File: config.mk
export PLATFORM = sky130hd
export DESIGN_NAME = plpl_front
export DESIGN_NICKNAME = d
export VERILOG_FILES = /design/src/sv/polyline_path_length_defines.svh /design/src/sv/plpl_pkg.sv /design/src/sv/plpl_front.sv
export SDC_FILE = /design/constraint.sdc
export NUM_CORES = 1
export LEC_CHECK = 0
export BUFFER_PORTS_ARGS = -buffer_cell sky130_fd_sc_hd__buf_2
export CAP_MARGIN = 20
export CORE_MARGIN = 2
export CORE_UTILIZATION = 35
export DETAILED_ROUTE_END_ITERATION = 10
export HOLD_SLACK_MARGIN = 0.12
export PLACE_DENSITY = 0.59
export SLEW_MARGIN = 20
export SYNTH_ARGS = -nofsm -noshare
export SYNTH_HDL_FRONTEND = slang
export SYNTH_SLANG_ARGS = --single-unit
File: constraint.sdc
create_clock -name clk -period 3.3 [get_ports clk]
set_input_delay 0.165 -clock clk [delete_from_list [all_inputs] [get_ports clk]]
set_output_delay 0.165 -clock clk [all_outputs]
set_load 0.05 [all_outputs]
File: src/sv/polyline_path_length_defines.svh
// ----------------------------------------------------------------------------
// Polyline path length assertion macros
// Concurrent check wrappers that drop out when SYNTHESIS is defined.
// ----------------------------------------------------------------------------
`ifndef POLYLINE_PATH_LENGTH_DEFINES_SVH
`define POLYLINE_PATH_LENGTH_DEFINES_SVH

`ifndef SYNTHESIS
// check that holds outside reset
`define PLPL_ASSERT(lbl, prop, msg) \
  lbl: assert property (@(posedge clk) disable iff (rst) prop) else $error(msg);
// check that holds at every edge, reset included
`define PLPL_ASSERT_ALWAYS(lbl, prop, msg) \
  lbl: assert property (@(posedge clk) prop) else $error(msg);
`else
`define PLPL_ASSERT(lbl, prop, msg)
`define PLPL_ASSERT_ALWAYS(lbl, prop, msg)
`endif

`endif

File: src/sv/plpl_pkg.sv
// ----------------------------------------------------------------------------
// Polyline path length package
// Shared widths, fixed-point constants and the queue entry type.
// ----------------------------------------------------------------------------
`default_nettype none

package plpl_pkg;

  localparam int COORD_W         = 32;
  localparam int DIFF_W          = 32;              // |a - b| of two 32-bit values
  localparam int SQ_W            = 2 * DIFF_W;
  localparam int RAD_W           = SQ_W + 2;        // even width, holds the sum
  localparam int ROOT_W          = RAD_W / 2;
  localparam int REM_W           = ROOT_W + 3;
  localparam int TOTAL_W         = 64;
  localparam int COORD_FRAC_BITS = 16;
  localparam int OUT_FRAC_BITS   = 16;
  localparam int UP_SHIFT   = (COORD_FRAC_BITS < OUT_FRAC_BITS) ?
                              (OUT_FRAC_BITS - COORD_FRAC_BITS) : 0;
  localparam int DOWN_SHIFT = (COORD_FRAC_BITS > OUT_FRAC_BITS) ?
                              (COORD_FRAC_BITS - OUT_FRAC_BITS) : 0;

  localparam int QUEUE_DEPTH = 2;
  localparam int QUEUE_AW    = $clog2(QUEUE_DEPTH);
  localparam int QUEUE_CW    = $clog2(QUEUE_DEPTH + 1);

  localparam int ROOT_STEPS = ROOT_W;
  localparam int STEP_W     = $clog2(ROOT_STEPS);

  localparam logic STATUS_OK        = 1'b0;
  localparam logic STATUS_TOO_SHORT = 1'b1;

  typedef struct packed {
    logic [DIFF_W-1:0] dx;
    logic [DIFF_W-1:0] dy;
    logic              has_seg;
    logic              last;
  } seg_t;

endpackage

`default_nettype wire

File: src/sv/plpl_front.sv
// ----------------------------------------------------------------------------
// Point front end
// Holds the previous point, forms |dx| and |dy| and queues segment work.
// ----------------------------------------------------------------------------
`default_nettype none

module plpl_front (
  input  wire logic                         clk,
  input  wire logic                         rst,
  input  wire logic [plpl_pkg::COORD_W-1:0] x_coord,
  input  wire logic [plpl_pkg::COORD_W-1:0] y_coord,
  input  wire logic                         last_point,
  input  wire logic                         in_valid,
  output logic                              in_ready,
  output logic                              push_valid,
  input  wire logic                         push_ready,
  output plpl_pkg::seg_t                    push_data
);

  logic [plpl_pkg::COORD_W-1:0] prev_x;
  logic [plpl_pkg::COORD_W-1:0] prev_y;
  logic                         have_prev;
  logic [plpl_pkg::COORD_W:0]   diff_x;
  logic [plpl_pkg::COORD_W:0]   diff_y;
  logic [plpl_pkg::COORD_W:0]   abs_x;
  logic [plpl_pkg::COORD_W:0]   abs_y;

  // sign-extend both operands so the difference cannot wrap
  assign diff_x = {x_coord[plpl_pkg::COORD_W-1], x_coord} - {prev_x[plpl_pkg::COORD_W-1], prev_x};
  assign diff_y = {y_coord[plpl_pkg::COORD_W-1], y_coord} - {prev_y[plpl_pkg::COORD_W-1], prev_y};
  assign abs_x  = diff_x[plpl_pkg::COORD_W] ? (~diff_x + 1'b1) : diff_x;
  assign abs_y  = diff_y[plpl_pkg::COORD_W] ? (~diff_y + 1'b1) : diff_y;

  // a first point that does not close the path leaves no work behind
  assign in_ready           = push_ready;
  assign push_valid         = in_valid && (have_prev || last_point);
  assign push_data.dx       = abs_x[plpl_pkg::DIFF_W-1:0];
  assign push_data.dy       = abs_y[plpl_pkg::DIFF_W-1:0];
  assign push_data.has_seg  = have_prev;
  assign push_data.last     = last_point;

  always_ff @(posedge clk) begin
    if (rst) begin
      prev_x    <= '0;
      prev_y    <= '0;
      have_prev <= 1'b0;
    end else if (in_valid && in_ready) begin
      prev_x    <= x_coord;
      prev_y    <= y_coord;
      have_prev <= !last_point;
    end
  end

endmodule

`default_nettype wire

[Yosys cells after proc, flatten, opt, wreduce, memory -nomap -nowiden]
Cells that the tools add are included.
Storage, ports and cells
  output and inout bits: 68
  register bits after elaboration: 65
  word-level logic and storage cells: 15
  input port bits: 69
Cells by class
  reduce and logical (&&, ||, !) cells: 4
  muxes and demuxes: 2
  bitwise logic cells: 2
  add/subtract/negate cells: 4
Operator list (count)
  subtractor 32 x 32 -> 33 bit: 2
  adder 32 x 1 -> 32 bit, second input constant: 2
  2-to-1 mux 32 bit: 2
  inverter 32 bit: 2
  logical AND 1 bit: 2
  zero test 1 bit: 1
  logical OR 1 bit: 1

[Depth between registers and ports, before layout]
  depth after elaboration: 4
  gate-level depth with buffers: 15
  depth with buffers taken out: 14

[Worst setup path after synthesis]
Ideal clock, no wire load.
  path type: register to output
  start point: reg prev_x[0] (netlist bit)
  end point: out push_data[65] (netlist bit)
  data arrival time: 3666 ps
  setup slack: -531 ps
  buffers on the path: 0
  cell stages (with the launch flop): 14
  required time: 3135 ps
  cell sequence: dfxtp_1 > ha_1 > inv_1 > fa_1 > a21o_1 > and4_1 > nor2_1 > o211a_1 > o221ai_1 > xnor2_1 > nand3_1 > nor4b_4 > a41oi_1 > xnor2_1
RTL lines
  start: declaration: line plpl_front.sv:20  | logic [plpl_pkg::COORD_W-1:0] prev_x;
  start signal: assignment: line plpl_front.sv:48  | prev_x <= x_coord;
  end: declaration: line plpl_front.sv:17  | output plpl_pkg::seg_t push_data

==> run_results.csv <==
group,metric,value,unit
worst_setup_path,cp_data_required_time,3130,ps
synth,synth_ff_type,"dfxtp_1",
sta,max-slew-margin-rel,0.448,
synth,synth_area_leaders,"dfxtp_1 17%, ha_1 11%, nand2_1 11%",
pwr,powerDensity,435,nW/um^2
synth,synth_top_area_cell,"dfxtp_1",
global_route,grt_usage,0.249,
worst_setup_path,r2r-start,"have_prev",
pwr,power_frac_seq,0.133,
synth,yosysMostFrequentCell,"nand2_1",
pwr,internal-power,3360,uW
sta,fmax,259,MHz
place,io_buffer_count,136,
place,hpwl,21700,um
detailed_routing,drtAntennaViolNets,0,
cts,insertion_delay,350,ps
detailed_routing,first_pass_iters,4,
global_route,antenna_found_initial,2,
pwr,p_clk_frac,0.161,
detailed_routing,drcViolationCount,0,
floorplan,core,21700,um^2
cts,ctsHtreeMaxLevel,3,
pwr,ir_drop,0.369,mV
layout,area_delta_synth_final,88.6,%
sta,finalHoldViolCount,0,
cts,clkSlewWorstSetupHoldPaths,60,ps
run_status,status,"finished, violations left",
global_route,grt_pass1_vias,9694,
sta,holdWs,427,ps
pwr,finalPower,6310,uW
detailed_routing,vias_per_cell,5.14,
run,maxCapViolations,0,
worst_setup_path,crit_arrival,3690,ps
detailed_routing,vias,9643,
worst_setup_path,worst_r2r_endpoint,"have_prev",
floorplan,num_rows,54,
place,place_inst,1739,
synth,synth_top_area_frac,0.169,
pwr,p_leak,0.00600,uW
cts,root_buffer,"clkbuf_16",
detailed_routing,initialDrtViolationCount,335,
synth,ys_types,77,
place,placed_area,11300,um^2
layout,design_area,14500,um^2
sta,maxSlewViolCount,0,
place,gp_congestion,0.914,
floorplan,die_y,152,um
synth,netlist_area,7700,um^2
detailed_routing,routed_wl,30000,um
cts,clock_sinks,65,
synth,synth-seq-cells,65,
layout,nets,1728,
worst_setup_path,r2r_slack,2600,ps
cts,cts_tree,"done",
synth,synthArstFlopShare,0,
global_route,overflow,0,
pwr,power_frac_comb,0.706,
synth,synth_commonest_cells,"216 x nand2_1, 151 x a21oi_1, 80 x nor2_1",
cts,clock_path_buffers,2,
layout,drive_above_1_share,0.463,
sta,finalCriticalPeriod,3860,ps
synth,syn_avg_cell_area,6.84,um^2
detailed_routing,routedWlPerCell,16.0,um
sta,setup_viol_count_final,62,
synth,ys_seq_area_frac,0.169,
worst_setup_path,rr_worst_depth,2,
floorplan,start_util,0.355,
synth,ys_warn_count,0,
place,dp_slack,-371,ps
sta,fin_ws,-557,ps
sta,rsz0062_at_grt,"yes",
worst_setup_path,crit_type,"reg -> out",
pwr,power_switching,2960,uW
global_route,grt_pass1_wl,47900,um
floorplan,pin_count,137,
worst_setup_path,critPathMaxFanout,7,
worst_setup_path,worstSetupEndpoint,"push_data[14]",
pwr,switching_share,0.468,
global_route,grt_max_degree,40,
floorplan,die-area,23200,um^2
floorplan,die_w,152,um
sta,fin_crit_sh,1.17,
sta,fin_worst_skew,0,ps
worst_setup_path,startpoint,"prev_y[0]",
sta,worst_pin_slew,828,ps
worst_hold_path,hp-class,"in -> reg",
worst_setup_path,start_kind,"flip-flop",
synth,syn_inst,1126,
synth,synth_nets,1263,
synth,synth_edf_count,0,
cts,numCtsBuffers,9,
run_status,violations,"setup timing",
worst_setup_path,cp-end-kind,"output pin",
layout,n_fill_cell,1719,
layout,final_cells,1877,
## per-layer routing
metal | part of all wire | GRT usage | routed length (um) | vias to the layer above
met3 | 0.031 | 0.0324 | 944 | 41
met4 | 0.016 | 0.0503 | 482 | 2
met2 | 0.53 | 0.474 | 15900 | 206
met1 | 0.42 | 0.298 | 12700 | 4563
li1 | - | - | - | 4831
met5 | 0.00037 | 0 | 11 | -
## metrics by stage
| stage | util | TNS (ps) |
|---|---|---|
| 6_report | 0.669 | -26260 |
| 5_1_grt | 0.669 | -35670 |
| 4_1_cts | 0.639 | -27200 |
| 3_5_place_dp | 0.520 | -15180 |
| 3_3_place_gp | 0.520 | -14380 |
| 2_1_floorplan | - | -1410 |
## worst min-delay path by stage
| stage | from | endpoint | slack, ps | cells after the start |
|---|---|---|---|---|
| 5_1_grt | prev_x[13] | prev_x[13] | 470 | 2 |
| 3_3_place_gp | last_point | have_prev | 370 | 2 |
| 4_1_cts | rst | prev_x[1] | 430 | 2 |
| 2_1_floorplan | last_point | have_prev | 260 | 1 |
| 6_report | rst | prev_y[10] | 430 | 2 |
| 3_5_place_dp | last_point | have_prev | 380 | 2 |
## registers in the layout, summed over array words and instances (netlist names)
name / count
have_prev: 1
prev_x: 32
prev_y: 32
## cells in the final DEF, fill, tap and decap left out, types with 7 or more instances in the layout
cell / netlist / routed
buf_4: 3 / 271
clkbuf_16: 0 / 9
ha_1: 66 / 49
nor2_4: 0 / 21
dfxtp_1: 65 / 61
or3_1: 11 / 7
o21ai_0: 48 / 28
xor2_1: 41 / 14
buf_2: 15 / 74
o21ai_1: 6 / 14
a21oi_1: 151 / 129
buf_6: 1 / 86
a31oi_4: 0 / 13
xnor2_1: 62 / 17
and3_1: 8 / 8
nand2_1: 216 / 197
xnor2_4: 0 / 11
inv_1: 77 / 74
nor3_4: 0 / 7
o211ai_1: 9 / 9
a21oi_4: 0 / 13
nand3_1: 17 / 15
a21o_1: 20 / 20
xor2_4: 0 / 7
nand4_1: 18 / 18
o21a_1: 9 / 9
xor2_2: 0 / 20
nand2_2: 0 / 15
dlygate4sd3_1: 0 / 65
a21oi_2: 4 / 13
nand2b_1: 9 / 8
o21ai_2: 1 / 7
nor3_1: 18 / 10
ha_4: 0 / 15
nor2_1: 80 / 55
xnor2_2: 0 / 34
## cells by family after synthesis
family / Yosys count / share of synthesized area
AO/OA/AOI/OAI: 331 / 0.268
flip-flops: 65 / 0.169
multiplexers: 5 / 0.00699
buffers and inverters: 132 / 0.0696
adder cells (fa/ha/maj): 68 / 0.112
XOR/XNOR: 103 / 0.117
AND/OR/NAND/NOR: 422 / 0.257
## power groups by stage
stage	Combinational (uW)	Sequential (uW)	Clock [uW]
after floorplan	2420	852	0
after global placement	3500	855	0
after detailed placement	3510	856	0
after CTS	4260	839	1030
after global routing	4690	843	1060
final	4460	840	1010
## worst max-delay path, cell delays in order, from the launching register on
cell      delay (ps)
dfxtp_2          340
ha_4             130
inv_2             30
fa_2             340
a21o_1           210
and4_4           230
o211a_4          250
nor4b_4          200
buf_4            170
o41ai_4           70
a211oi_2         300
mux2i_4          220
buf_12           200
buf_12           150
a31oi_4          160
xor2_2           170
buf_6            180
## layout make-up
type / count / area (um^2) / share of cell area
Antenna cell: 1 / 2.50 / 0.000172
Clock buffer: 10 / 239 / 0.0165
Clock inverter: 6 / 57.6 / 0.00397
Inverter: 77 / 289 / 0.0199
Multi-Input combinational cell: 929 / 8010 / 0.552
Sequential cell: 65 / 1310 / 0.0900
Tap cell: 280 / 350 / 0.0241
Timing Repair Buffer: 509 / 4260 / 0.294
## what timing repair did
item                                    4_1_cts  5_1_grt
pin swaps                                    59       74
hold buffers                                 65        0
buffers inserted                             27       31
endpoints found under the setup margin       62       62
resized for setup                           311      111
gates cloned                                  3        0
endpoints found under the hold margin        65        0
Power figures use the tool's default switching activity.
