`src/sv/polyline_path_length_defines.svh`:
```
// ----------------------------------------------------------------------------
// Polyline path length assertion macros
// Concurrent check wrappers that drop out when SYNTHESIS is defined.
// ----------------------------------------------------------------------------
`ifndef POLYLINE_PATH_LENGTH_DEFINES_SVH
`define POLYLINE_PATH_LENGTH_DEFINES_SVH

`ifndef SYNTHESIS
// check that holds outside reset
`define PLPL_ASSERT(lbl, prop, msg) \
  lbl: assert property (@(posedge clk) disable iff (rst) prop) else $error(msg);
// check that holds at every edge, reset included
`define PLPL_ASSERT_ALWAYS(lbl, prop, msg) \
  lbl: assert property (@(posedge clk) prop) else $error(msg);
`else
`define PLPL_ASSERT(lbl, prop, msg)
`define PLPL_ASSERT_ALWAYS(lbl, prop, msg)
`endif

`endif

```
`src/sv/plpl_pkg.sv`:
```
// ----------------------------------------------------------------------------
// Polyline path length package
// Shared widths, fixed-point constants and the queue entry type.
// ----------------------------------------------------------------------------
`default_nettype none

package plpl_pkg;

  localparam int COORD_W         = 32;
  localparam int DIFF_W          = 32;              // |a - b| of two 32-bit values
  localparam int SQ_W            = 2 * DIFF_W;
  localparam int RAD_W           = SQ_W + 2;        // even width, holds the sum
  localparam int ROOT_W          = RAD_W / 2;
  localparam int REM_W           = ROOT_W + 3;
  localparam int TOTAL_W         = 64;
  localparam int COORD_FRAC_BITS = 16;
  localparam int OUT_FRAC_BITS   = 16;
  localparam int UP_SHIFT   = (COORD_FRAC_BITS < OUT_FRAC_BITS) ?
                              (OUT_FRAC_BITS - COORD_FRAC_BITS) : 0;
  localparam int DOWN_SHIFT = (COORD_FRAC_BITS > OUT_FRAC_BITS) ?
                              (COORD_FRAC_BITS - OUT_FRAC_BITS) : 0;

  localparam int QUEUE_DEPTH = 2;
  localparam int QUEUE_AW    = $clog2(QUEUE_DEPTH);
  localparam int QUEUE_CW    = $clog2(QUEUE_DEPTH + 1);

  localparam int ROOT_STEPS = ROOT_W;
  localparam int STEP_W     = $clog2(ROOT_STEPS);

  localparam logic STATUS_OK        = 1'b0;
  localparam logic STATUS_TOO_SHORT = 1'b1;

  typedef struct packed {
    logic [DIFF_W-1:0] dx;
    logic [DIFF_W-1:0] dy;
    logic              has_seg;
    logic              last;
  } seg_t;

endpackage

`default_nettype wire

```
`src/sv/plpl_back.sv`:
```
// ----------------------------------------------------------------------------
// Length engine
// Squares, takes a bit-serial integer square root and accumulates the total.
// ----------------------------------------------------------------------------
`default_nettype none
`include "polyline_path_length_defines.svh"

module plpl_back (
  input  wire logic                         clk,
  input  wire logic                         rst,
  input  wire logic                         pop_valid,
  output logic                              pop_ready,
  input  wire plpl_pkg::seg_t               pop_data,
  output logic                              out_valid,
  input  wire logic                         out_ready,
  output logic [plpl_pkg::TOTAL_W-1:0]      path_length,
  output logic                              status,
  output logic                              saturated
);

  typedef enum logic [2:0] {
    ST_IDLE,
    ST_SQUARE,
    ST_SUM,
    ST_ROOT,
    ST_ACC
  } state_t;

  state_t                          state;
  logic [plpl_pkg::DIFF_W-1:0]     dx;
  logic [plpl_pkg::DIFF_W-1:0]     dy;
  logic                            has_seg;
  logic                            last;
  logic [plpl_pkg::SQ_W-1:0]       sq_x;
  logic [plpl_pkg::SQ_W-1:0]       sq_y;
  logic [plpl_pkg::RAD_W-1:0]      rad;
  logic [plpl_pkg::REM_W-1:0]      rem;
  logic [plpl_pkg::ROOT_W-1:0]     root;
  logic [plpl_pkg::STEP_W-1:0]     step;
  logic [plpl_pkg::TOTAL_W-1:0]    total;
  logic                            ovf_seen;

  logic [plpl_pkg::REM_W-1:0]      rem_sh;
  logic [plpl_pkg::REM_W-1:0]      trial;
  logic                            take;
  logic [plpl_pkg::TOTAL_W-1:0]    seg_len;
  logic [plpl_pkg::TOTAL_W:0]      sum;
  logic [plpl_pkg::TOTAL_W-1:0]    total_next;
  logic                            ovf_next;
  logic                            stall;

  assign pop_ready = (state == ST_IDLE);

  // one root digit per cycle: bring down two radicand bits, try 4r+1
  assign rem_sh = {rem[plpl_pkg::REM_W-3:0], rad[plpl_pkg::RAD_W-1 -: 2]};
  assign trial  = {1'b0, root, 2'b01};
  assign take   = (rem_sh >= trial);

  assign seg_len = has_seg ?
      ((plpl_pkg::TOTAL_W'(root) << plpl_pkg::UP_SHIFT) >> plpl_pkg::DOWN_SHIFT) : '0;
  assign sum        = {1'b0, total} + {1'b0, seg_len};
  assign total_next = sum[plpl_pkg::TOTAL_W] ? '1 : sum[plpl_pkg::TOTAL_W-1:0];
  assign ovf_next   = ovf_seen || sum[plpl_pkg::TOTAL_W];

  // hold the closing beat while the previous result is still unclaimed
  assign stall = last && out_valid && !out_ready;

  always_ff @(posedge clk) begin
    if (rst) begin
      state       <= ST_IDLE;
      total       <= '0;
      ovf_seen    <= 1'b0;
      out_valid   <= 1'b0;
      path_length <= '0;
      status      <= plpl_pkg::STATUS_OK;
      saturated   <= 1'b0;
    end else begin
      if (state == ST_ACC && last && !stall) begin
        out_valid <= 1'b1;
      end else if (out_ready) begin
        out_valid <= 1'b0;
      end
      case (state)
        ST_IDLE: begin
          if (pop_valid) begin
            dx      <= pop_data.dx;
            dy      <= pop_data.dy;
            has_seg <= pop_data.has_seg;
            last    <= pop_data.last;
            root    <= '0;
            state   <= pop_data.has_seg ? ST_SQUARE : ST_ACC;
          end
        end
        ST_SQUARE: begin
          sq_x  <= dx * dx;
          sq_y  <= dy * dy;
          state <= ST_SUM;
        end
        ST_SUM: begin
          rad   <= plpl_pkg::RAD_W'(sq_x) + plpl_pkg::RAD_W'(sq_y);
          rem   <= '0;
          root  <= '0;
          step  <= plpl_pkg::STEP_W'(plpl_pkg::ROOT_STEPS - 1);
          state <= ST_ROOT;
        end
        ST_ROOT: begin
          rad  <= rad << 2;
          rem  <= take ? (rem_sh - trial) : rem_sh;
          root <= {root[plpl_pkg::ROOT_W-2:0], take};
          step <= step - 1'b1;
          if (step == '0) begin
            state <= ST_ACC;
          end
        end
        ST_ACC: begin
          if (!stall) begin
            state <= ST_IDLE;
            if (last) begin
              path_length <= has_seg ? total_next : '0;
              status      <= has_seg ? plpl_pkg::STATUS_OK : plpl_pkg::STATUS_TOO_SHORT;
              saturated   <= has_seg && ovf_next;
              total       <= '0;
              ovf_seen    <= 1'b0;
            end else begin
              total    <= total_next;
              ovf_seen <= ovf_next;
            end
          end
        end
        default: begin
          state <= ST_IDLE;
        end
      endcase
    end
  end

  `PLPL_ASSERT(a_short_path_clean,
    out_valid && status == plpl_pkg::STATUS_TOO_SHORT |-> path_length == '0 && !saturated,
    "short path result carries length or saturation")
  `PLPL_ASSERT(a_ovf_pins_total, ovf_seen |-> total == '1,
    "overflow seen but total not pinned at maximum")
  `PLPL_ASSERT(a_clear_after_close, state == ST_ACC && last && !stall |=> total == '0 && !ovf_seen,
    "path state not cleared after closing beat")
  `PLPL_ASSERT_ALWAYS(a_no_pop_while_busy, state != ST_IDLE |-> !pop_ready,
    "queue popped while engine busy")

endmodule

`default_nettype wire

```
`config.mk`:
```
export PLATFORM = sky130hd
export DESIGN_NAME = plpl_back
export DESIGN_NICKNAME = d
export VERILOG_FILES = /design/src/sv/plpl_pkg.sv /design/src/sv/plpl_back.sv
export VERILOG_INCLUDE_DIRS = /design/src /design/src/sv
export SDC_FILE = /design/constraint.sdc
export NUM_CORES = 2
export LEC_CHECK = 0
export BUFFER_PORTS_ARGS = -buffer_cell sky130_fd_sc_hd__clkbuf_2
export CORE_MARGIN = 5
export CORE_UTILIZATION = 45
export DETAILED_ROUTE_END_ITERATION = 8
export GPL_ROUTABILITY_DRIVEN = 0
export MAX_ROUTING_LAYER = met4
export SYNTH_ARGS = -nofsm -noshare
export SYNTH_HDL_FRONTEND = slang
export SYNTH_SLANG_ARGS = --single-unit
```
`constraint.sdc`:
```
create_clock -name clk -period 19.1 [get_ports clk]
set_clock_uncertainty 0.1 [all_clocks]
set_input_delay 2.865 -clock clk [delete_from_list [all_inputs] [get_ports clk]]
set_output_delay 2.865 -clock clk [all_outputs]
set_load 0.02 [all_outputs]
```
### Yosys cells after proc, flatten, opt, wreduce, memory -nomap -nowiden

Index checks and enable logic that the tools add are counted.

| word-level totals | value |
|---|---|
| register bits after elaboration | 468 |
| word-level logic and storage cells | 72 |
| latch bits | 0 |
| memory bits (writable) | 0 |
| bits in read-only memories | 0 |
| memories kept | 0 |

| operators by class | value |
|---|---|
| muxes and demuxes | 19 |
| multipliers | 2 |
| equal/unequal tests | 7 |
| shift operators | 0 |
| divide/modulo/power cells | 0 |
| $add $sub $neg | 4 |
| reductions and logical operators | 20 |
| bitwise operators | 2 |
| $lt $le $gt $ge | 1 |

Operators by type and width:

| operator | count |
|---|---|
| $mux W64 | 3 |
| $pmux W66 S2 | 1 |
| $mul A32 B32 Y64 | 2 |
| $pmux W33 S3 | 1 |
| $pmux W34 S2 | 1 |
| $mux W33 | 2 |
| $add A64 B33 Y65 | 1 |
| $add A64 B64 Y65 | 1 |
| $ge A36 B35 Y1 | 1 |
| $mux W34 | 1 |
| $sub A34 B34 Y34 | 1 |
| $pmux W3 S5 | 1 |
| $mux W3 | 4 |
| $pmux W6 S2 | 1 |
| $reduce_and A3 Y1 | 4 |
| $eq A3 B2 Y1 const B | 2 |
| $logic_not A6 Y1 | 1 |
| $ne A2 B2 Y1 const B | 3 |
| $reduce_and A2 Y1 | 3 |
| $sub A6 B1 Y6 const B | 1 |
| $logic_and A1 B1 Y1 | 5 |
| $mux W1 | 4 |
| $reduce_bool A2 Y1 | 2 |
| $eq A3 B1 Y1 const B | 1 |
| 6 further kinds | 8 |

### Depth between registers and ports, before layout

| logic depth | value |
|---|---|
| depth after elaboration | 5 |
| gate-level depth with buffers | 31 |
| mapped depth without buffers | 30 |

### Worst setup path after synthesis

OpenSTA, ideal clock, no wires.

| timing | value |
|---|---|
| kind | input to register |
| start point | input rst |
| end point | register sq_x[0] (netlist bit), enable pin |
| slack | 3.005 ns |
| cell stages on the path | 3 |
| data arrival time | 15.076 ns |
| path buffers | 2 |
| data required time | 18.081 ns |
| cell sequence | clkbuf_1 clkbuf_1 nor4_1 |

| on the way | value |
|---|---|
| cells in the longest elaborated chain, start to end | 2 |

RTL lines:

| what | line | source |
|---|---|---|
| from (decl) | plpl_back.sv:10 | `input wire logic rst,` |
| $not A1 Y1 (no source line) | -- |  |
| $reduce_and A2 Y1 (no source line) | -- |  |
| to (signal assigned) | plpl_back.sv:95 | `sq_x <= dx * dx;` |
| to (decl) | plpl_back.sv:34 | `logic [plpl_pkg::SQ_W-1:0] sq_x;` |

Every way passes these cells.
A chain may end at the register's enable or synchronous reset.

### Worst setup path in the final report

| timing | value |
|---|---|
| start point | register dy[16] (netlist bit) |
| end point | register sq_y[61] (netlist bit) (data pin) |

| on the way | value |
|---|---|
| cells in the longest elaborated chain, start to end | 1 |

RTL lines:

| what | line | source |
|---|---|---|
| from (decl) | plpl_back.sv:31 | `logic [plpl_pkg::DIFF_W-1:0] dy;` |
| from (signal assigned) | plpl_back.sv:87 | `dy <= pop_data.dy;` |
| $mul A32 B32 Y64 | plpl_back.sv:96 | `sq_y <= dy * dy;` |
| to (signal assigned) | plpl_back.sv:96 |  |
| to (decl) | plpl_back.sv:35 | `logic [plpl_pkg::SQ_W-1:0] sq_y;` |

Every way passes these cells.

==> results.md <==
* CP required at 19.44 ns
* Port Buf Inserts at 137
* Vias in the first global route at 64106
* Synthesized flop and latch total at 466
* Worst rel slew slack at 0.258
* Prevailing post-synth register cell: edfxtp_1
* Largest net degree at the start of global routing at 79
* CTS tree: yes
* Layout cells sized above 1 at 0.0463
* Worst-path cell with the longest stage delay: fa_1
* Clock sink total at 466
* Post-Syn Area at 0.0829 mm²
* Avg Cell Area, Syn at 9.52 µm²
* Number of synthesized flops with an enable pin at 331
* Sequential share of the synthesized area at 0.152
* Hpwl dp at 166000 µm
* Buf/Inv on CP at 6
* Total GRT Usage at 0.231
* Worst-case reg-to-reg path depth at 27
* Die height at 439 µm
* Startpoint types: register
* Most common cell after layout, fill and taps aside: inv_1
* DR pass1 iterations at 5
* Kind of critical path: register to register
* Fin. Hold Viols at 0
* Hold WC Path Type: register to register
* Worst slew pin tran at 1.11 ns
* Core area at 0.183 mm²
* Wire per inst at 18.9 µm
* Die width at 439 µm
* Crit-path most repeated cell: fa_1
* Max-Cap Viols at 0
* H-tree levels at 2
* Syn-to-layout area delta at 6.31%
* Status: finished, final reports clean
* Num rows at 157
* Post-Route WL at 211000 µm
* Vias/cell at 5.20
* Post-synth top area cell: fa_1
* Fin crit period at 9.16 ns
* Largest stage delay, worst path at 0.56 ns
* CP max FO at 26
* Final period util at 0.479
* Syn nets at 11098
* RSZ-0062 raised after global routing: no
* DRT antenna net count at 0
* Full die area at 0.193 mm²
* Final Max Slew Viols at 0
* Type of element capturing the critical path: register
* Number of distinct library cells after synthesis at 88
* Reg-to-Reg Start: dy[16]
* Critical path's top delay family: adder cells
* Nets at 11039
* Max Buffers Root-to-Sink at 3
* Worst-Skew Late Latency at 0.71 ns
* DRC Markers at 0
* Syn Inst Count at 8713
* Violation count after the first detailed-route iteration at 3187
* Final setup fails at 0
* WHS Path Cells at 2
* Hold path start: path_length[44]
* DR vias at 58052
* Synth top area share at 0.383
* Worst EP arrival at 9.50 ns
* # resized after CTS at 0
* Peak Freq at 0.109 GHz
* Worst hold path endpoint: path_length[44]
* Yosys warns at 0
* Initial antenna violation count at 6
* Io pins at 138
* Initial Util at 0.452
* Asr flop ratio synth at 0
* Clock Pin Slew Worst Setup and Hold Paths at 0.06 ns
* Crit Reg-Reg Endpoint: sq_y[61]
* Setup TNS at 0 ns
* Post-CTS setup buffers at 0
* Remaining global-route overflow at 0
* Fillcell total at 17248
* TritonCTS buffer count at 57
* Root Buffer: clkbuf_16
* Commonest non-fill, non-tap cells in the layout: inv_1, fa_1, nand2_1, ha_1, and2_1
* Cts hold-fix bufs at 0
* Largest cells by area after synthesis: fa_1, edfxtp_1, ha_1
* R2R Setup Slk at 9.94 ns
* First-pass GRT wire length at 345000 µm
## cell families (layout without fill, tap and decap cells)
group | after synthesis | in the layout | share of synthesized area
AO/OA/AOI/OAI | 1149 | 1149 | 0.0896
XOR/XNOR | 339 | 339 | 0.0358
adder cells (fa/ha/maj) | 2315 | 2315 | 0.493
buffers and inverters | 2370 | 2359 | 0.108
flip-flops | 466 | 466 | 0.152
multiplexers | 36 | 36 | 0.00439
other | 0 | 5 | 0
AND/OR/NAND/NOR | 2038 | 2038 | 0.117
## stage by stage
stage | worst slack (ns) | hold slack [ns] | utilization | instances | instance area, µm²
floorplan | 3.00 | 0.332 | - | 8713 | 82900
global placement | 10.15 | 0.324 | 0.470 | 11059 | 86100
detailed placement | 10.04 | 0.331 | 0.470 | 11059 | 86100
CTS | 10.01 | 0.340 | 0.481 | 11166 | 88100
global route | 9.44 | 0.357 | 0.481 | 11169 | 88200
finish | 9.94 | 0.337 | 0.481 | 11171 | 88200
## Yosys cell counts (all sizes together), types with 9 or more instances
cell type  count
inv         2027
fa          1586
nand2        814
ha           729
and2         510
nor2         364
a21oi        352
edfxtp       331
clkbuf       321
o21ai        262
xnor2        199
a21o         165
xor2         140
dfxtp        135
nand3         71
o21bai        56
nand4         50
nor3          46
nor2b         45
and3          36
a31oi         35
mux2i         33
o21a          30
a211oi        28
nand2b        26
o211ai        26
or2           26
a22o          25
a31o          21
buf           21
a221o         20
o31ai         18
a41oi         12
nor4          12
or3           12
a21boi        10
a311oi         9
## flip-flops by register name (all words and copies together) (netlist names)
register     flops
state            3
path_length     64
saturated        1
has_seg          1
rad             66
total           64
sq_y            63
dy              32
last             1
out_valid        1
dx              32
rem             34
ovf_seen         1
root            33
status           1
step             6
sq_x            63
## layout make-up
type / instances / area (µm²) / area share
multi-input combinational: 5877 / 61400 / 0.697
sequential: 466 / 12600 / 0.143
inverter: 2028 / 7610 / 0.0863
tap: 2464 / 3080 / 0.0350
clock buffer: 74 / 1650 / 0.0187
timing repair buffer: 224 / 1340 / 0.0152
clock inverter: 33 / 402 / 0.00456
antenna: 5 / 12.5 / 0.000142
## routing by layer
metal,wire (µm),part of all wire,track usage
met5,0,0,-
met4,6510,0.031,0.0661
met3,9970,0.047,0.0240
met2,107000,0.51,0.399
met1,87400,0.42,0.289
## tightest hold or removal path: stages, from the launching register on
cell	delay, ns
dfxtp_1	0.31
nand2_1	0.05
nand2_1	0.04
## worst max path at each step
stage	startpoint	endpoint	slack [ns]	depth (start not counted)
6_report	dy[16]	sq_y[61]	9.94	27
5_1_grt	dy[16]	sq_y[61]	9.44	27
4_1_cts	dy[16]	sq_y[61]	10.01	27
3_5_place_dp	dy[16]	sq_y[61]	10.04	27
3_3_place_gp	dy[16]	sq_y[57]	10.15	27
2_1_floorplan	rst	sq_x[0]	3.00	3
Power is left out: the tool's default activity adds up to more than one toggle a clock period on the data nets, which glitch-free logic cannot reach.
