$ cat src/sv/polyline_path_length_defines.svh
// ----------------------------------------------------------------------------
// Polyline path length assertion macros
// Concurrent check wrappers that drop out when SYNTHESIS is defined.
// ----------------------------------------------------------------------------
`ifndef POLYLINE_PATH_LENGTH_DEFINES_SVH
`define POLYLINE_PATH_LENGTH_DEFINES_SVH

`ifndef SYNTHESIS
// check that holds outside reset
`define PLPL_ASSERT(lbl, prop, msg) \
  lbl: assert property (@(posedge clk) disable iff (rst) prop) else $error(msg);
// check that holds at every edge, reset included
`define PLPL_ASSERT_ALWAYS(lbl, prop, msg) \
  lbl: assert property (@(posedge clk) prop) else $error(msg);
`else
`define PLPL_ASSERT(lbl, prop, msg)
`define PLPL_ASSERT_ALWAYS(lbl, prop, msg)
`endif

`endif

$ cat src/sv/plpl_pkg.sv
// ----------------------------------------------------------------------------
// Polyline path length package
// Shared widths, fixed-point constants and the queue entry type.
// ----------------------------------------------------------------------------
`default_nettype none

package plpl_pkg;

  localparam int COORD_W         = 32;
  localparam int DIFF_W          = 32;              // |a - b| of two 32-bit values
  localparam int SQ_W            = 2 * DIFF_W;
  localparam int RAD_W           = SQ_W + 2;        // even width, holds the sum
  localparam int ROOT_W          = RAD_W / 2;
  localparam int REM_W           = ROOT_W + 3;
  localparam int TOTAL_W         = 64;
  localparam int COORD_FRAC_BITS = 16;
  localparam int OUT_FRAC_BITS   = 16;
  localparam int UP_SHIFT   = (COORD_FRAC_BITS < OUT_FRAC_BITS) ?
                              (OUT_FRAC_BITS - COORD_FRAC_BITS) : 0;
  localparam int DOWN_SHIFT = (COORD_FRAC_BITS > OUT_FRAC_BITS) ?
                              (COORD_FRAC_BITS - OUT_FRAC_BITS) : 0;

  localparam int QUEUE_DEPTH = 2;
  localparam int QUEUE_AW    = $clog2(QUEUE_DEPTH);
  localparam int QUEUE_CW    = $clog2(QUEUE_DEPTH + 1);

  localparam int ROOT_STEPS = ROOT_W;
  localparam int STEP_W     = $clog2(ROOT_STEPS);

  localparam logic STATUS_OK        = 1'b0;
  localparam logic STATUS_TOO_SHORT = 1'b1;

  typedef struct packed {
    logic [DIFF_W-1:0] dx;
    logic [DIFF_W-1:0] dy;
    logic              has_seg;
    logic              last;
  } seg_t;

endpackage

`default_nettype wire

$ cat src/sv/plpl_queue.sv
// ----------------------------------------------------------------------------
// Segment queue
// Short FIFO between the point front end and the length engine.
// ----------------------------------------------------------------------------
`default_nettype none

module plpl_queue (
  input  wire logic          clk,
  input  wire logic          rst,
  input  wire logic          push_valid,
  output logic               push_ready,
  input  wire plpl_pkg::seg_t push_data,
  output logic               pop_valid,
  input  wire logic          pop_ready,
  output plpl_pkg::seg_t     pop_data
);

  plpl_pkg::seg_t                     mem [plpl_pkg::QUEUE_DEPTH];
  logic [plpl_pkg::QUEUE_AW-1:0]      wr_ptr;
  logic [plpl_pkg::QUEUE_AW-1:0]      rd_ptr;
  logic [plpl_pkg::QUEUE_CW-1:0]      count;
  logic                               do_push;
  logic                               do_pop;

  assign push_ready = (count != plpl_pkg::QUEUE_CW'(plpl_pkg::QUEUE_DEPTH));
  assign pop_valid  = (count != '0);
  assign pop_data   = mem[rd_ptr];
  assign do_push    = push_valid && push_ready;
  assign do_pop     = pop_valid && pop_ready;

  always_ff @(posedge clk) begin
    if (do_push) begin
      mem[wr_ptr] <= push_data;
    end
  end

  always_ff @(posedge clk) begin
    if (rst) begin
      wr_ptr <= '0;
      rd_ptr <= '0;
      count  <= '0;
    end else begin
      if (do_push) begin
        wr_ptr <= wr_ptr + 1'b1;
      end
      if (do_pop) begin
        rd_ptr <= rd_ptr + 1'b1;
      end
      if (do_push && !do_pop) begin
        count <= count + 1'b1;
      end else if (do_pop && !do_push) begin
        count <= count - 1'b1;
      end
    end
  end

endmodule

`default_nettype wire

$ cat config.mk
export PLATFORM = sky130hd
export DESIGN_NAME = plpl_queue
export DESIGN_NICKNAME = d
export VERILOG_FILES = /design/src/sv/polyline_path_length_defines.svh /design/src/sv/plpl_pkg.sv /design/src/sv/plpl_queue.sv
export SDC_FILE = /design/constraint.sdc
export NUM_CORES = 1
export LEC_CHECK = 0
export BUFFER_PORTS_ARGS = -buffer_cell sky130_fd_sc_hd__clkbuf_2
export CAP_MARGIN = 15
export CORE_MARGIN = 2
export CORE_UTILIZATION = 56
export DETAILED_ROUTE_END_ITERATION = 8
export GPL_TIMING_DRIVEN = 0
export PLACE_DENSITY = 0.87
export SLEW_MARGIN = 20
export SYNTH_ARGS = -nofsm -noshare
export SYNTH_HDL_FRONTEND = slang
export SYNTH_SLANG_ARGS = --single-unit
$ cat constraint.sdc
create_clock -name clk -period 4.8 [get_ports clk]
set_input_delay 0.96 -clock clk [delete_from_list [all_inputs] [get_ports clk]]
set_output_delay 0.96 -clock clk [all_outputs]
set_load 0.1 [all_outputs]
# Word level (Yosys, flattened, before mapping)
# Memory sizes are Yosys's and may differ from the RTL's. A register that Yosys moved wholly into a read port is not among the register bits.
# Index checks and enable logic that the tools add are counted.
dict set report op_classes {
  add_sub_neg 4
  eq_ne 1
  mux 6
  n_reduce_logical 8
}
# operator n
set op_table {}
lappend op_table {{logical AND 1 bit} 4}
lappend op_table {{2-to-1 mux 1 bit} 4}
lappend op_table {{2-to-1 mux 2 bit} 2}
lappend op_table {{nonzero test 2 bit} 2}
lappend op_table {{adder 1 bit (second input constant)} 2}
lappend op_table {{adder 2 x 1 -> 2 bit (second input constant)} 1}
lappend op_table {{logical NOT 1 bit} 2}
lappend op_table {{inequality test 2 bit (second input constant)} 1}
lappend op_table {{subtractor 2 x 1 -> 2 bit (second input constant)} 1}
dict set report word_totals {
  memories 1
  word_cells 23
  output_inout_bits 68
  reg_bits 4
  mem_bits_rw 132
}
# name words width rd rd_clocked_by_memory_dff wr line
set mem_list {}
lappend mem_list {mem 2 66 1 1 1 plpl_queue.sv:18} ;# plpl_pkg::seg_t mem [plpl_pkg::QUEUE_DEPTH];

# Logic depth before layout (Yosys ltp)
# Gate-level depths: netlist of run 1.
dict set report depth {
  depth_word 6
  ltp_mapped 6
  mapped_depth_nobuf 6
}

# Least setup slack after synthesis of run 1
# No wires, ideal clock.
dict set report synth_path {
  path_type {register to register}
  start {reg count[0] (netlist bit)}
  end {mem mem[1][0] (netlist bit), enable pin}
  path_stages_with_launch 3
  setup_ps 431
  period_less_slack_ps 3396
  slack_ps 1404
  t_arrival_ps 2965
  required_time_ps 4369
  cell_sequence {dfxtp_1 > nand2b_1 > and3_1}
}
dict set report synth_between {
  elab_chain_len 4
}
# element line
set synth_rtl {}
lappend synth_rtl {{from (decl)} plpl_queue.sv:21} ;# logic [plpl_pkg::QUEUE_CW-1:0] count;
lappend synth_rtl {{from (signal assigned)} plpl_queue.sv:50} ;# count <= count + 1'b1;
lappend synth_rtl {{from (signal assigned)} plpl_queue.sv:52} ;# count <= count - 1'b1;
lappend synth_rtl {{inequality test 2 bit} plpl_queue.sv:25} ;# assign push_ready = (count != plpl_pkg::QUEUE_CW'(plpl_pkg::QUEUE_DEPTH));
lappend synth_rtl {{named net push_ready} plpl_queue.sv:11} ;# output logic push_ready,
lappend synth_rtl {{logical AND 1 bit} plpl_queue.sv:28} ;# assign do_push = push_valid && push_ready;
lappend synth_rtl {{2-to-1 mux 1 bit} plpl_queue.sv:32} ;# if (do_push) begin
lappend synth_rtl {{2-to-1 mux 1 bit (implied by the code)} plpl_queue.sv:33} ;# mem[wr_ptr] <= push_data;
lappend synth_rtl {{to (decl)} plpl_queue.sv:18}
# The timed path passes the listed nets, and every way through them passes these cells.

==> impl_metrics.json, run 1 <==
{
  "core_area_sq_um": 8680,
  "fp.dieH_um": 98.4,
  "grt_pass1_vias": 2707,
  "arrival_ps": 1970,
  "syn_area_sq_um": 4990,
  "port_buffers": 137,
  "nFillCells": 547,
  "clkSinkCount": 137,
  "yosysSeqAreaShare_pct": 81.4,
  "drt_wl_total_um": 8560,
  "r2r_end": "mem[0][50]$_DFFE_PP_",
  "ctsHoldBuffers": 0,
  "rows": 34,
  "drive_gt1_share_pct": 61.7,
  "tightest_slew_ps": 568,
  "min_period_over_period_pct": 61.0,
  "ys_seq_elements": 137,
  "fin_cells": 507,
  "required_ps": 3840,
  "worstHoldEndpoint": "rd_ptr$_SDFFE_PP0P_",
  "finalCriticalPeriod_ps": 2930,
  "synthToLayoutAreaGrowth_pct": 28.6,
  "gp_congestion": 0.716,
  "grt_max_degree": 37,
  "cts_resized": 0,
  "path_max_fanout": 10,
  "cap_violations": 0,
  "insertion_delay_ps": 500,
  "ios": 138,
  "syn_avg_cell_area_sq_um": 21.8,
  "drv_slew": 0,
  "antenna_found_initial": 0,
  "hold_path_startpoint": "rd_ptr$_SDFFE_PP0P_",
  "die-area_sq_um": 9690,
  "synthDistinctLibCells": 19,
  "postCtsSetupRepairBufs": 0,
  "path_class": "flip-flop to primary output",
  "cp-end-kind": "primary output",
  "seq_area_sq_um": 4060,
  "clock.fmax_ghz": 0.342,
  "synthesis.nets": 300,
  "fin_nets": 458,
  "wl_per_cell_um": 16.9,
  "initial_core_util_pct": 57.5,
  "grt_usage_pct": 18.1,
  "finalSetupViolCount": 0,
  "reg2regPathDepth": 4,
  "multiInputGateArea_sq_um": 867,
  "dp_cells": 476,
  "grt-ovfl-total": 0,
  "rrSetupSlack_ps": 2990,
  "vias": 2624,
  "drt-vias-per-instance": 5.18,
  "cts.root.buffer_cell": "clkbuf_8",
  "rsz0062_at_grt": "no",
  "placed_cell_area_sq_um": 5860,
  "final_area_sq_um": 6420,
  "r2r-start": "count[0]$_SDFFE_PP0P_",
  "grt_pass1_wl_um": 13200,
  "die_x_um": 98.4,
  "post-route-drc-count": 0,
  "ys.warnings.count": 0,
  "clk_path_buf_depth": 2,
  "hold_viol_final": 0,
  "ant_nets": 0,
  "status": "completed",
  "final.setup.tns_ps": 0,
  "cts_tree": "built",
  "syn_inst": 229,
  "n_antenna_cell": 0,
  "hp-class": "flip-flop to flip-flop",
  "slew_headroom_pct": 62.3,
  "fin_util_pct": 74.0,
  "hpwl_um": 5850,
  "cts_buffers": 17,
  "drt_first_pass_iters": 4,
  "min_delay_path_depth": 2,
  "dr.first_iter.drc_count": 101,
  "htree_levels": 4,
  "clk_pin_slew_worst_paths_ps": 60,
  "start_kind": "flip-flop",
  "fin_skew_ps": 6.23
}
[synth_stat cells]
library cell  instances  area share, %
ha_1                  1           0.25
mux2_2               66             15
edfxtp_1            132             79
buf_6                 4           0.90
o21ai_0               2           0.20
inv_1                 1          0.075
dfxtp_1               5            2.0
nand2b_1              1           0.13
buf_2                 2           0.20
buf_4                 1           0.15
and2_1                1           0.13
and3_1                1           0.13
nand3b_1              1           0.15
or2_2                 1           0.13
a21bo_2               1           0.20
a21oi_1               2           0.20
xor2_1                3           0.53
nor2_1                3           0.23
or3_1                 1           0.13
[layout by cell type (no fill, tap or decap), drive strengths merged]
master,n
o21ai,2
dfxtp,5
nand3b,1
mux2,66
a21oi,2
and3,1
buf,9
nor2,3
xor2,3
clkbuf,155
clkinv,3
ha,1
inv,5
or3,1
and2,1
nand2b,1
clkinvlp,4
a21bo,1
bufinv,2
or2,1
edfxtp,132
[cell type report]
class | count | share of cell area [%]
Buffer | 7 | 0.974
Clock buffer | 18 | 6.51
Clock inverter | 13 | 2.24
Inverter | 1 | 0.0974
Multi-Input combinational cell | 84 | 13.5
Sequential cell | 137 | 63.3
Tap cell | 108 | 2.10
Timing Repair Buffer | 139 | 11.3
[layer usage]
layer  track usage, %  wire (um)  up-vias
li1                 -          -     1227
met1             21.4       3380     1288
met2             31.2       4500       93
met3             6.03        546       16
met4             6.74        132        0
met5                0          0        -
[worst max-delay path, cell delays in order, from the launching register on]
cell and delay [ps]:
dfxtp_1 350, buf_4 220, buf_6 180, mux2_2 350, clkbuf_2 370
[cell families (layout without fill, tap and decap cells)]
kind of cell / count (synthesis) / in the layout / share of synthesized area (%)
adders and majority gates: 1 / 1 / 0.251
DFF: 137 / 137 / 81.4
buffers and inverters: 8 / 178 / 1.33
AOI/OAI and AO/OA: 5 / 5 / 0.602
xor gates and xnor gates: 3 / 3 / 0.526
and+or+nand+nor: 9 / 9 / 1.00
muxes: 66 / 66 / 14.9
[sequential cells by signal, summed over array words and instances, names as in the netlist, named ones only]
register  cells
count         2
rd_ptr        1
mem         132
wr_ptr        1
[metrics by stage]
step | worst slack, ps | hold slack (ps)
2_1_floorplan | 1400 | 471
3_3_place_gp | 968 | 486
3_5_place_dp | 2370 | 499
4_1_cts | 1820 | 515
5_1_grt | 1770 | 553
6_report | 1870 | 510
[worst max-delay path by stage]
| stage | endpoint | cells after the start |
|---|---|---|
| global placement | mem[1][8]$_DFFE_PP_ | 2 |
| detailed placement | pop_data[21] | 4 |
| floorplan | mem[1][0]$_DFFE_PP_ | 2 |
| finish | pop_data[19] | 4 |
| global route | pop_data[21] | 4 |
| CTS | pop_data[21] | 4 |
Power of run 1 is not shown: default switching activity piles up to over one toggle a cycle in this logic, so the estimate is an artifact.
==> inputs of run 2 (changes only) <==
- CORE_UTILIZATION: 56 -> 52
- PLACE_DENSITY: 0.87 -> 0.81
- clock period: 4.8 -> 2.8 ns (I/O delays scaled with it)
==> run 2 against run 1 <==
Against the previous run:
- critical path depth did not move
- setup slack worse by 1600 ps
- highest routed layer unchanged
- flip-flop and latch count did not move
- cell count up 4.5%
- die area is 7.4% higher
- sequential share of layout area down 1.6 points
- non-clock buffer count up 1
- final area is 2.6% higher
==> impl_metrics.json, run 2 (synthesis results as in run 1) <==
{
  "tightest_slew_ps": 569,
  "largest_reg_flops": 132,
  "rsz0062_at_grt": "no",
  "cts_buffers": 17,
  "drt_wl_total_um": 8640,
  "ios": 138,
  "slowest_delay_ps": 380,
  "r2r-start": "count[0]$_SDFFE_PP0P_",
  "drv_slew": 0,
  "grt_max_degree": 47,
  "cts_tree": "built",
  "rows": 35,
  "slew_headroom_pct": 62.2,
  "cap_violations": 0,
  "rrSetupSlack_ps": 1030,
  "finalCriticalPeriod_ps": 2530,
  "hpwl_um": 5810,
  "drt-vias-per-instance": 4.97,
  "cp-end-kind": "primary output",
  "die-area_sq_um": 10400,
  "drt_first_pass_iters": 4,
  "layout_commonest_cell": "clkbuf_2",
  "gp_congestion": 0.722,
  "clk_path_buf_depth": 2,
  "post-route-drc-count": 0,
  "ctsHoldBuffers": 0,
  "initial_core_util_pct": 53.8,
  "finalSetupViolCount": 0,
  "cp_num_buf_inv": 3,
  "synthToLayoutAreaGrowth_pct": 32.0,
  "grt-ovfl-total": 0,
  "critPathTopFamily": "buffers and inverters",
  "multiInputGateArea_sq_um": 870,
  "hp-class": "input port to flip-flop",
  "arrival_ps": 1970,
  "seq_area_sq_um": 4060,
  "postCtsSetupRepairBufs": 0,
  "path_class": "flip-flop to primary output",
  "regMostFlops": "mem",
  "grt_pass1_wl_um": 13000,
  "port_buffers": 137,
  "start_kind": "flip-flop",
  "core_area_sq_um": 9280,
  "htree_levels": 4,
  "crit_slowest_cell": "clkbuf_2",
  "ant_nets": 0,
  "min_period_over_period_pct": 90.2,
  "fin_nets": 459,
  "path_cells": "buf_4 -> buf_6 -> mux2_2 -> clkbuf_2",
  "clk_pin_slew_worst_paths_ps": 60,
  "fin_util_pct": 71.0,
  "grt_usage_pct": 17.2,
  "wl_per_cell_um": 16.3,
  "die_x_um": 102,
  "path_max_fanout": 10,
  "antenna_found_initial": 0,
  "fin_skew_ps": 7.08,
  "status": "completed",
  "largestRegisters": "mem (132), count (2)",
  "fp.dieH_um": 102,
  "grt_pass1_vias": 2773,
  "final.setup.tns_ps": 0,
  "nFillCells": 631,
  "cts.root.buffer_cell": "clkbuf_8",
  "clkSinkCount": 137,
  "drive_gt1_share_pct": 61.5,
  "cts_resized": 0,
  "hold_path_startpoint": "push_data[16]",
  "vias": 2633,
  "final_cell_mix": "clkbuf_2, edfxtp_1, mux2_2, clkbuf_16, bufinv_16",
  "insertion_delay_ps": 500,
  "clock.fmax_ghz": 0.396,
  "required_ps": 2240,
  "dr.first_iter.drc_count": 58,
  "hold_viol_final": 0
}
[run 2: cell count changes in the layout (fill, tap and decap cells not counted)]
cell	previous run	this run
inv_6	4	0
clkinv_2	2	0
buf_16	0	1
clkinvlp_4	4	2
clkbuf_1	1	2
clkinv_1	0	1
nand2b_1	1	0
inv_4	1	0
bufinv_16	2	7
diode_2	0	1
nand2b_2	0	1
clkinv_4	1	3
[run 2: routing by layer]
| metal | up-vias | share of wire, % | track usage, % |
|---|---|---|---|
| met4 | 0 | 0.85 | 6.46 |
| met2 | 108 | 52 | 28.5 |
| met1 | 1284 | 38 | 20.3 |
| met5 | - | 0 | 0 |
| met3 | 9 | 8.8 | 7.11 |
| li1 | 1232 | - | - |
[run 2: path summary, 6_finish.rpt]
| check | endpoint | cells past startpoint |
|---|---|---|
| worst max-delay path | pop_data[36] | 4 |
| worst max register to register | mem[0][15]$_DFFE_PP_ | 5 |
| worst min-delay path | mem[1][16]$_DFFE_PP_ | 1 |
| worst min register to register | flip-flop | 2 |
[run 2: metrics by stage]
step	worst slack, ps	instances	instance area [sq um]	hold WS [ps]
floorplan	324	229	5000	472
global placement	81.1	495	5850	487
detailed placement	781	498	5920	500
CTS	234	529	6590	214
global route	174	529	6590	211
finish	275	530	6590	238
[run 2: layout make-up]
class	instances	area share, %
buffer	7	0.949
clock buffer	19	6.40
antenna	1	0.0380
tap	129	2.45
multi-input combinational	84	13.2
clock inverter	12	3.76
timing repair buffer	140	11.4
sequential	137	61.7
inverter	1	0.114
Power of run 2 is left out for the same reason.
==> inputs of run 3 (changes only) <==
- CORE_UTILIZATION: 52 -> 54
- CTS_BUF_LIST: not set -> sky130_fd_sc_hd__clkbuf_2
- PLACE_DENSITY: 0.81 -> 0.84
==> run 3 against run 2 <==
Against the previous run:
- cell count shrank 3.4%
- clock-buffer cell count is 1 lower
- via count shrank 0.99%
- critical endpoint is now pop_data[15]
==> impl_metrics.json, run 3 (synthesis results as in run 1) <==
{
  "hold_path_startpoint": "push_data[13]",
  "drt-vias-per-instance": 5.09,
  "ctsHoldBuffers": 0,
  "fp.dieH_um": 100,
  "ios": 138,
  "rrSetupSlack_ps": 730,
  "layout_commonest_cell": "edfxtp_1",
  "drv_slew": 0,
  "path_max_fanout": 10,
  "cts_tree": "built",
  "nFillCells": 633,
  "finalCriticalPeriod_ps": 2620,
  "drt_wl_total_um": 8420,
  "required_ps": 2240,
  "grt_pass1_wl_um": 12700,
  "largestRegisters": "mem (132), count (2)",
  "min_delay_path_depth": 1,
  "grt_usage_pct": 17.2,
  "fin_skew_ps": 22.1,
  "antenna_found_initial": 0,
  "cp-end-kind": "primary output",
  "grt_max_degree": 45,
  "ant_nets": 0,
  "synthToLayoutAreaGrowth_pct": 24.0,
  "htree_levels": 4,
  "final.setup.tns_ps": 0,
  "die-area_sq_um": 10000,
  "hold_viol_final": 0,
  "cap_violations": 0,
  "min_period_over_period_pct": 93.6,
  "grt_pass1_vias": 2657,
  "r2r_end": "mem[0][52]$_DFFE_PP_",
  "worstHoldEndpoint": "mem[1][13]$_DFFE_PP_",
  "crit_slowest_cell": "dfxtp_1",
  "hpwl_um": 5730,
  "arrival_ps": 2060,
  "cts_buffers": 17,
  "rows": 35,
  "rsz0062_at_grt": "no",
  "clkSinkCount": 137,
  "fin_nets": 459,
  "die_x_um": 100,
  "fin_util_pct": 67.9,
  "final_cell_mix": "edfxtp_1, clkbuf_2, mux2_2, buf_2",
  "n_antenna_cell": 0,
  "wl_per_cell_um": 16.4,
  "regMostFlops": "mem",
  "dr.first_iter.drc_count": 100,
  "slowest_delay_ps": 390,
  "core_area_sq_um": 9110,
  "start_kind": "flip-flop",
  "r2r-start": "count[0]$_SDFFE_PP0P_",
  "insertion_delay_ps": 640,
  "critPathTopFamily": "buffers and inverters",
  "finalSetupViolCount": 0,
  "cp_num_buf_inv": 3,
  "tightest_slew_ps": 573,
  "hp-class": "input port to flip-flop",
  "multiInputGateArea_sq_um": 870,
  "status": "completed",
  "drt_first_pass_iters": 6,
  "port_buffers": 137,
  "path_class": "flip-flop to primary output",
  "slew_headroom_pct": 61.9,
  "vias": 2607,
  "path_cells": "buf_4 -> buf_6 -> mux2_2 -> buf_2",
  "largest_reg_flops": 132,
  "clock.fmax_ghz": 0.381,
  "reg2regPathDepth": 5,
  "cts.root.buffer_cell": "clkbuf_2",
  "gp_congestion": 0.702,
  "grt-ovfl-total": 0,
  "clk_pin_slew_worst_paths_ps": 210,
  "clk_path_buf_depth": 2,
  "drive_gt1_share_pct": 62.3,
  "seq_area_sq_um": 4060,
  "initial_core_util_pct": 54.8,
  "post-route-drc-count": 0
}
## run 3: what timing repair did
item                                    4_1_cts  5_1_grt
buffers inserted                              0        0
hold endpoints to repair                      0        0
gates resized for setup                       0       40
endpoints found under the setup margin        0       40
## run 3: layer usage
metal / wire [um] / global-route usage, %
met1: 3310 / 19.6
met2: 4370 / 29.0
met3: 685 / 6.69
met4: 59 / 7.27
met5: 0 / 0
## run 3: worst max-delay path by stage
stage / from / end / slack (ps) / cells past startpoint
finish: flip-flop / pop_data[15] / 180 / 4
global route: flip-flop / pop_data[28] / 10 / 4
global placement: push_valid / mem[0][11]$_DFFE_PP_ / 100 / 3
floorplan: count[0]$_SDFFE_PP0P_ / mem[0][0]$_DFFE_PP_ / 320 / 3
CTS: flip-flop / pop_data[32] / 20 / 4
detailed placement: push_valid / mem[0][11]$_DFFE_PP_ / 670 / 5
## run 3: final cells by class
cell class              instances  area share, %
flip-flops and latches        137           65.7
clock buffers                  18           1.46
clock inverters                14           3.15
inverters                       1          0.121
plain buffers                   7           1.01
repair buffers                140           12.3
multi-input cells              84           14.1
well taps                     111           2.24
## run 3: worst reg2reg max path: stages (launching register included)
cell,delay (ps)
dfxtp_1,390
nand2b_2,230
nand3b_1,170
clkinvlp_4,480
buf_12,370
buf_16,180
## run 3: stage by stage
step | hold WS, ps | instance area, sq um | setup WS [ps] | std cells
2_1_floorplan | 472 | 5000 | 324 | 229
3_3_place_gp | 485 | 5820 | 105 | 477
3_5_place_dp | 489 | 5900 | 666 | 480
4_1_cts | 30.0 | 6190 | 22.2 | 512
5_1_grt | 5.05 | 6190 | 12.5 | 512
6_report | 83.2 | 6190 | 179 | 512
Power of run 3 is left out for the same reason.
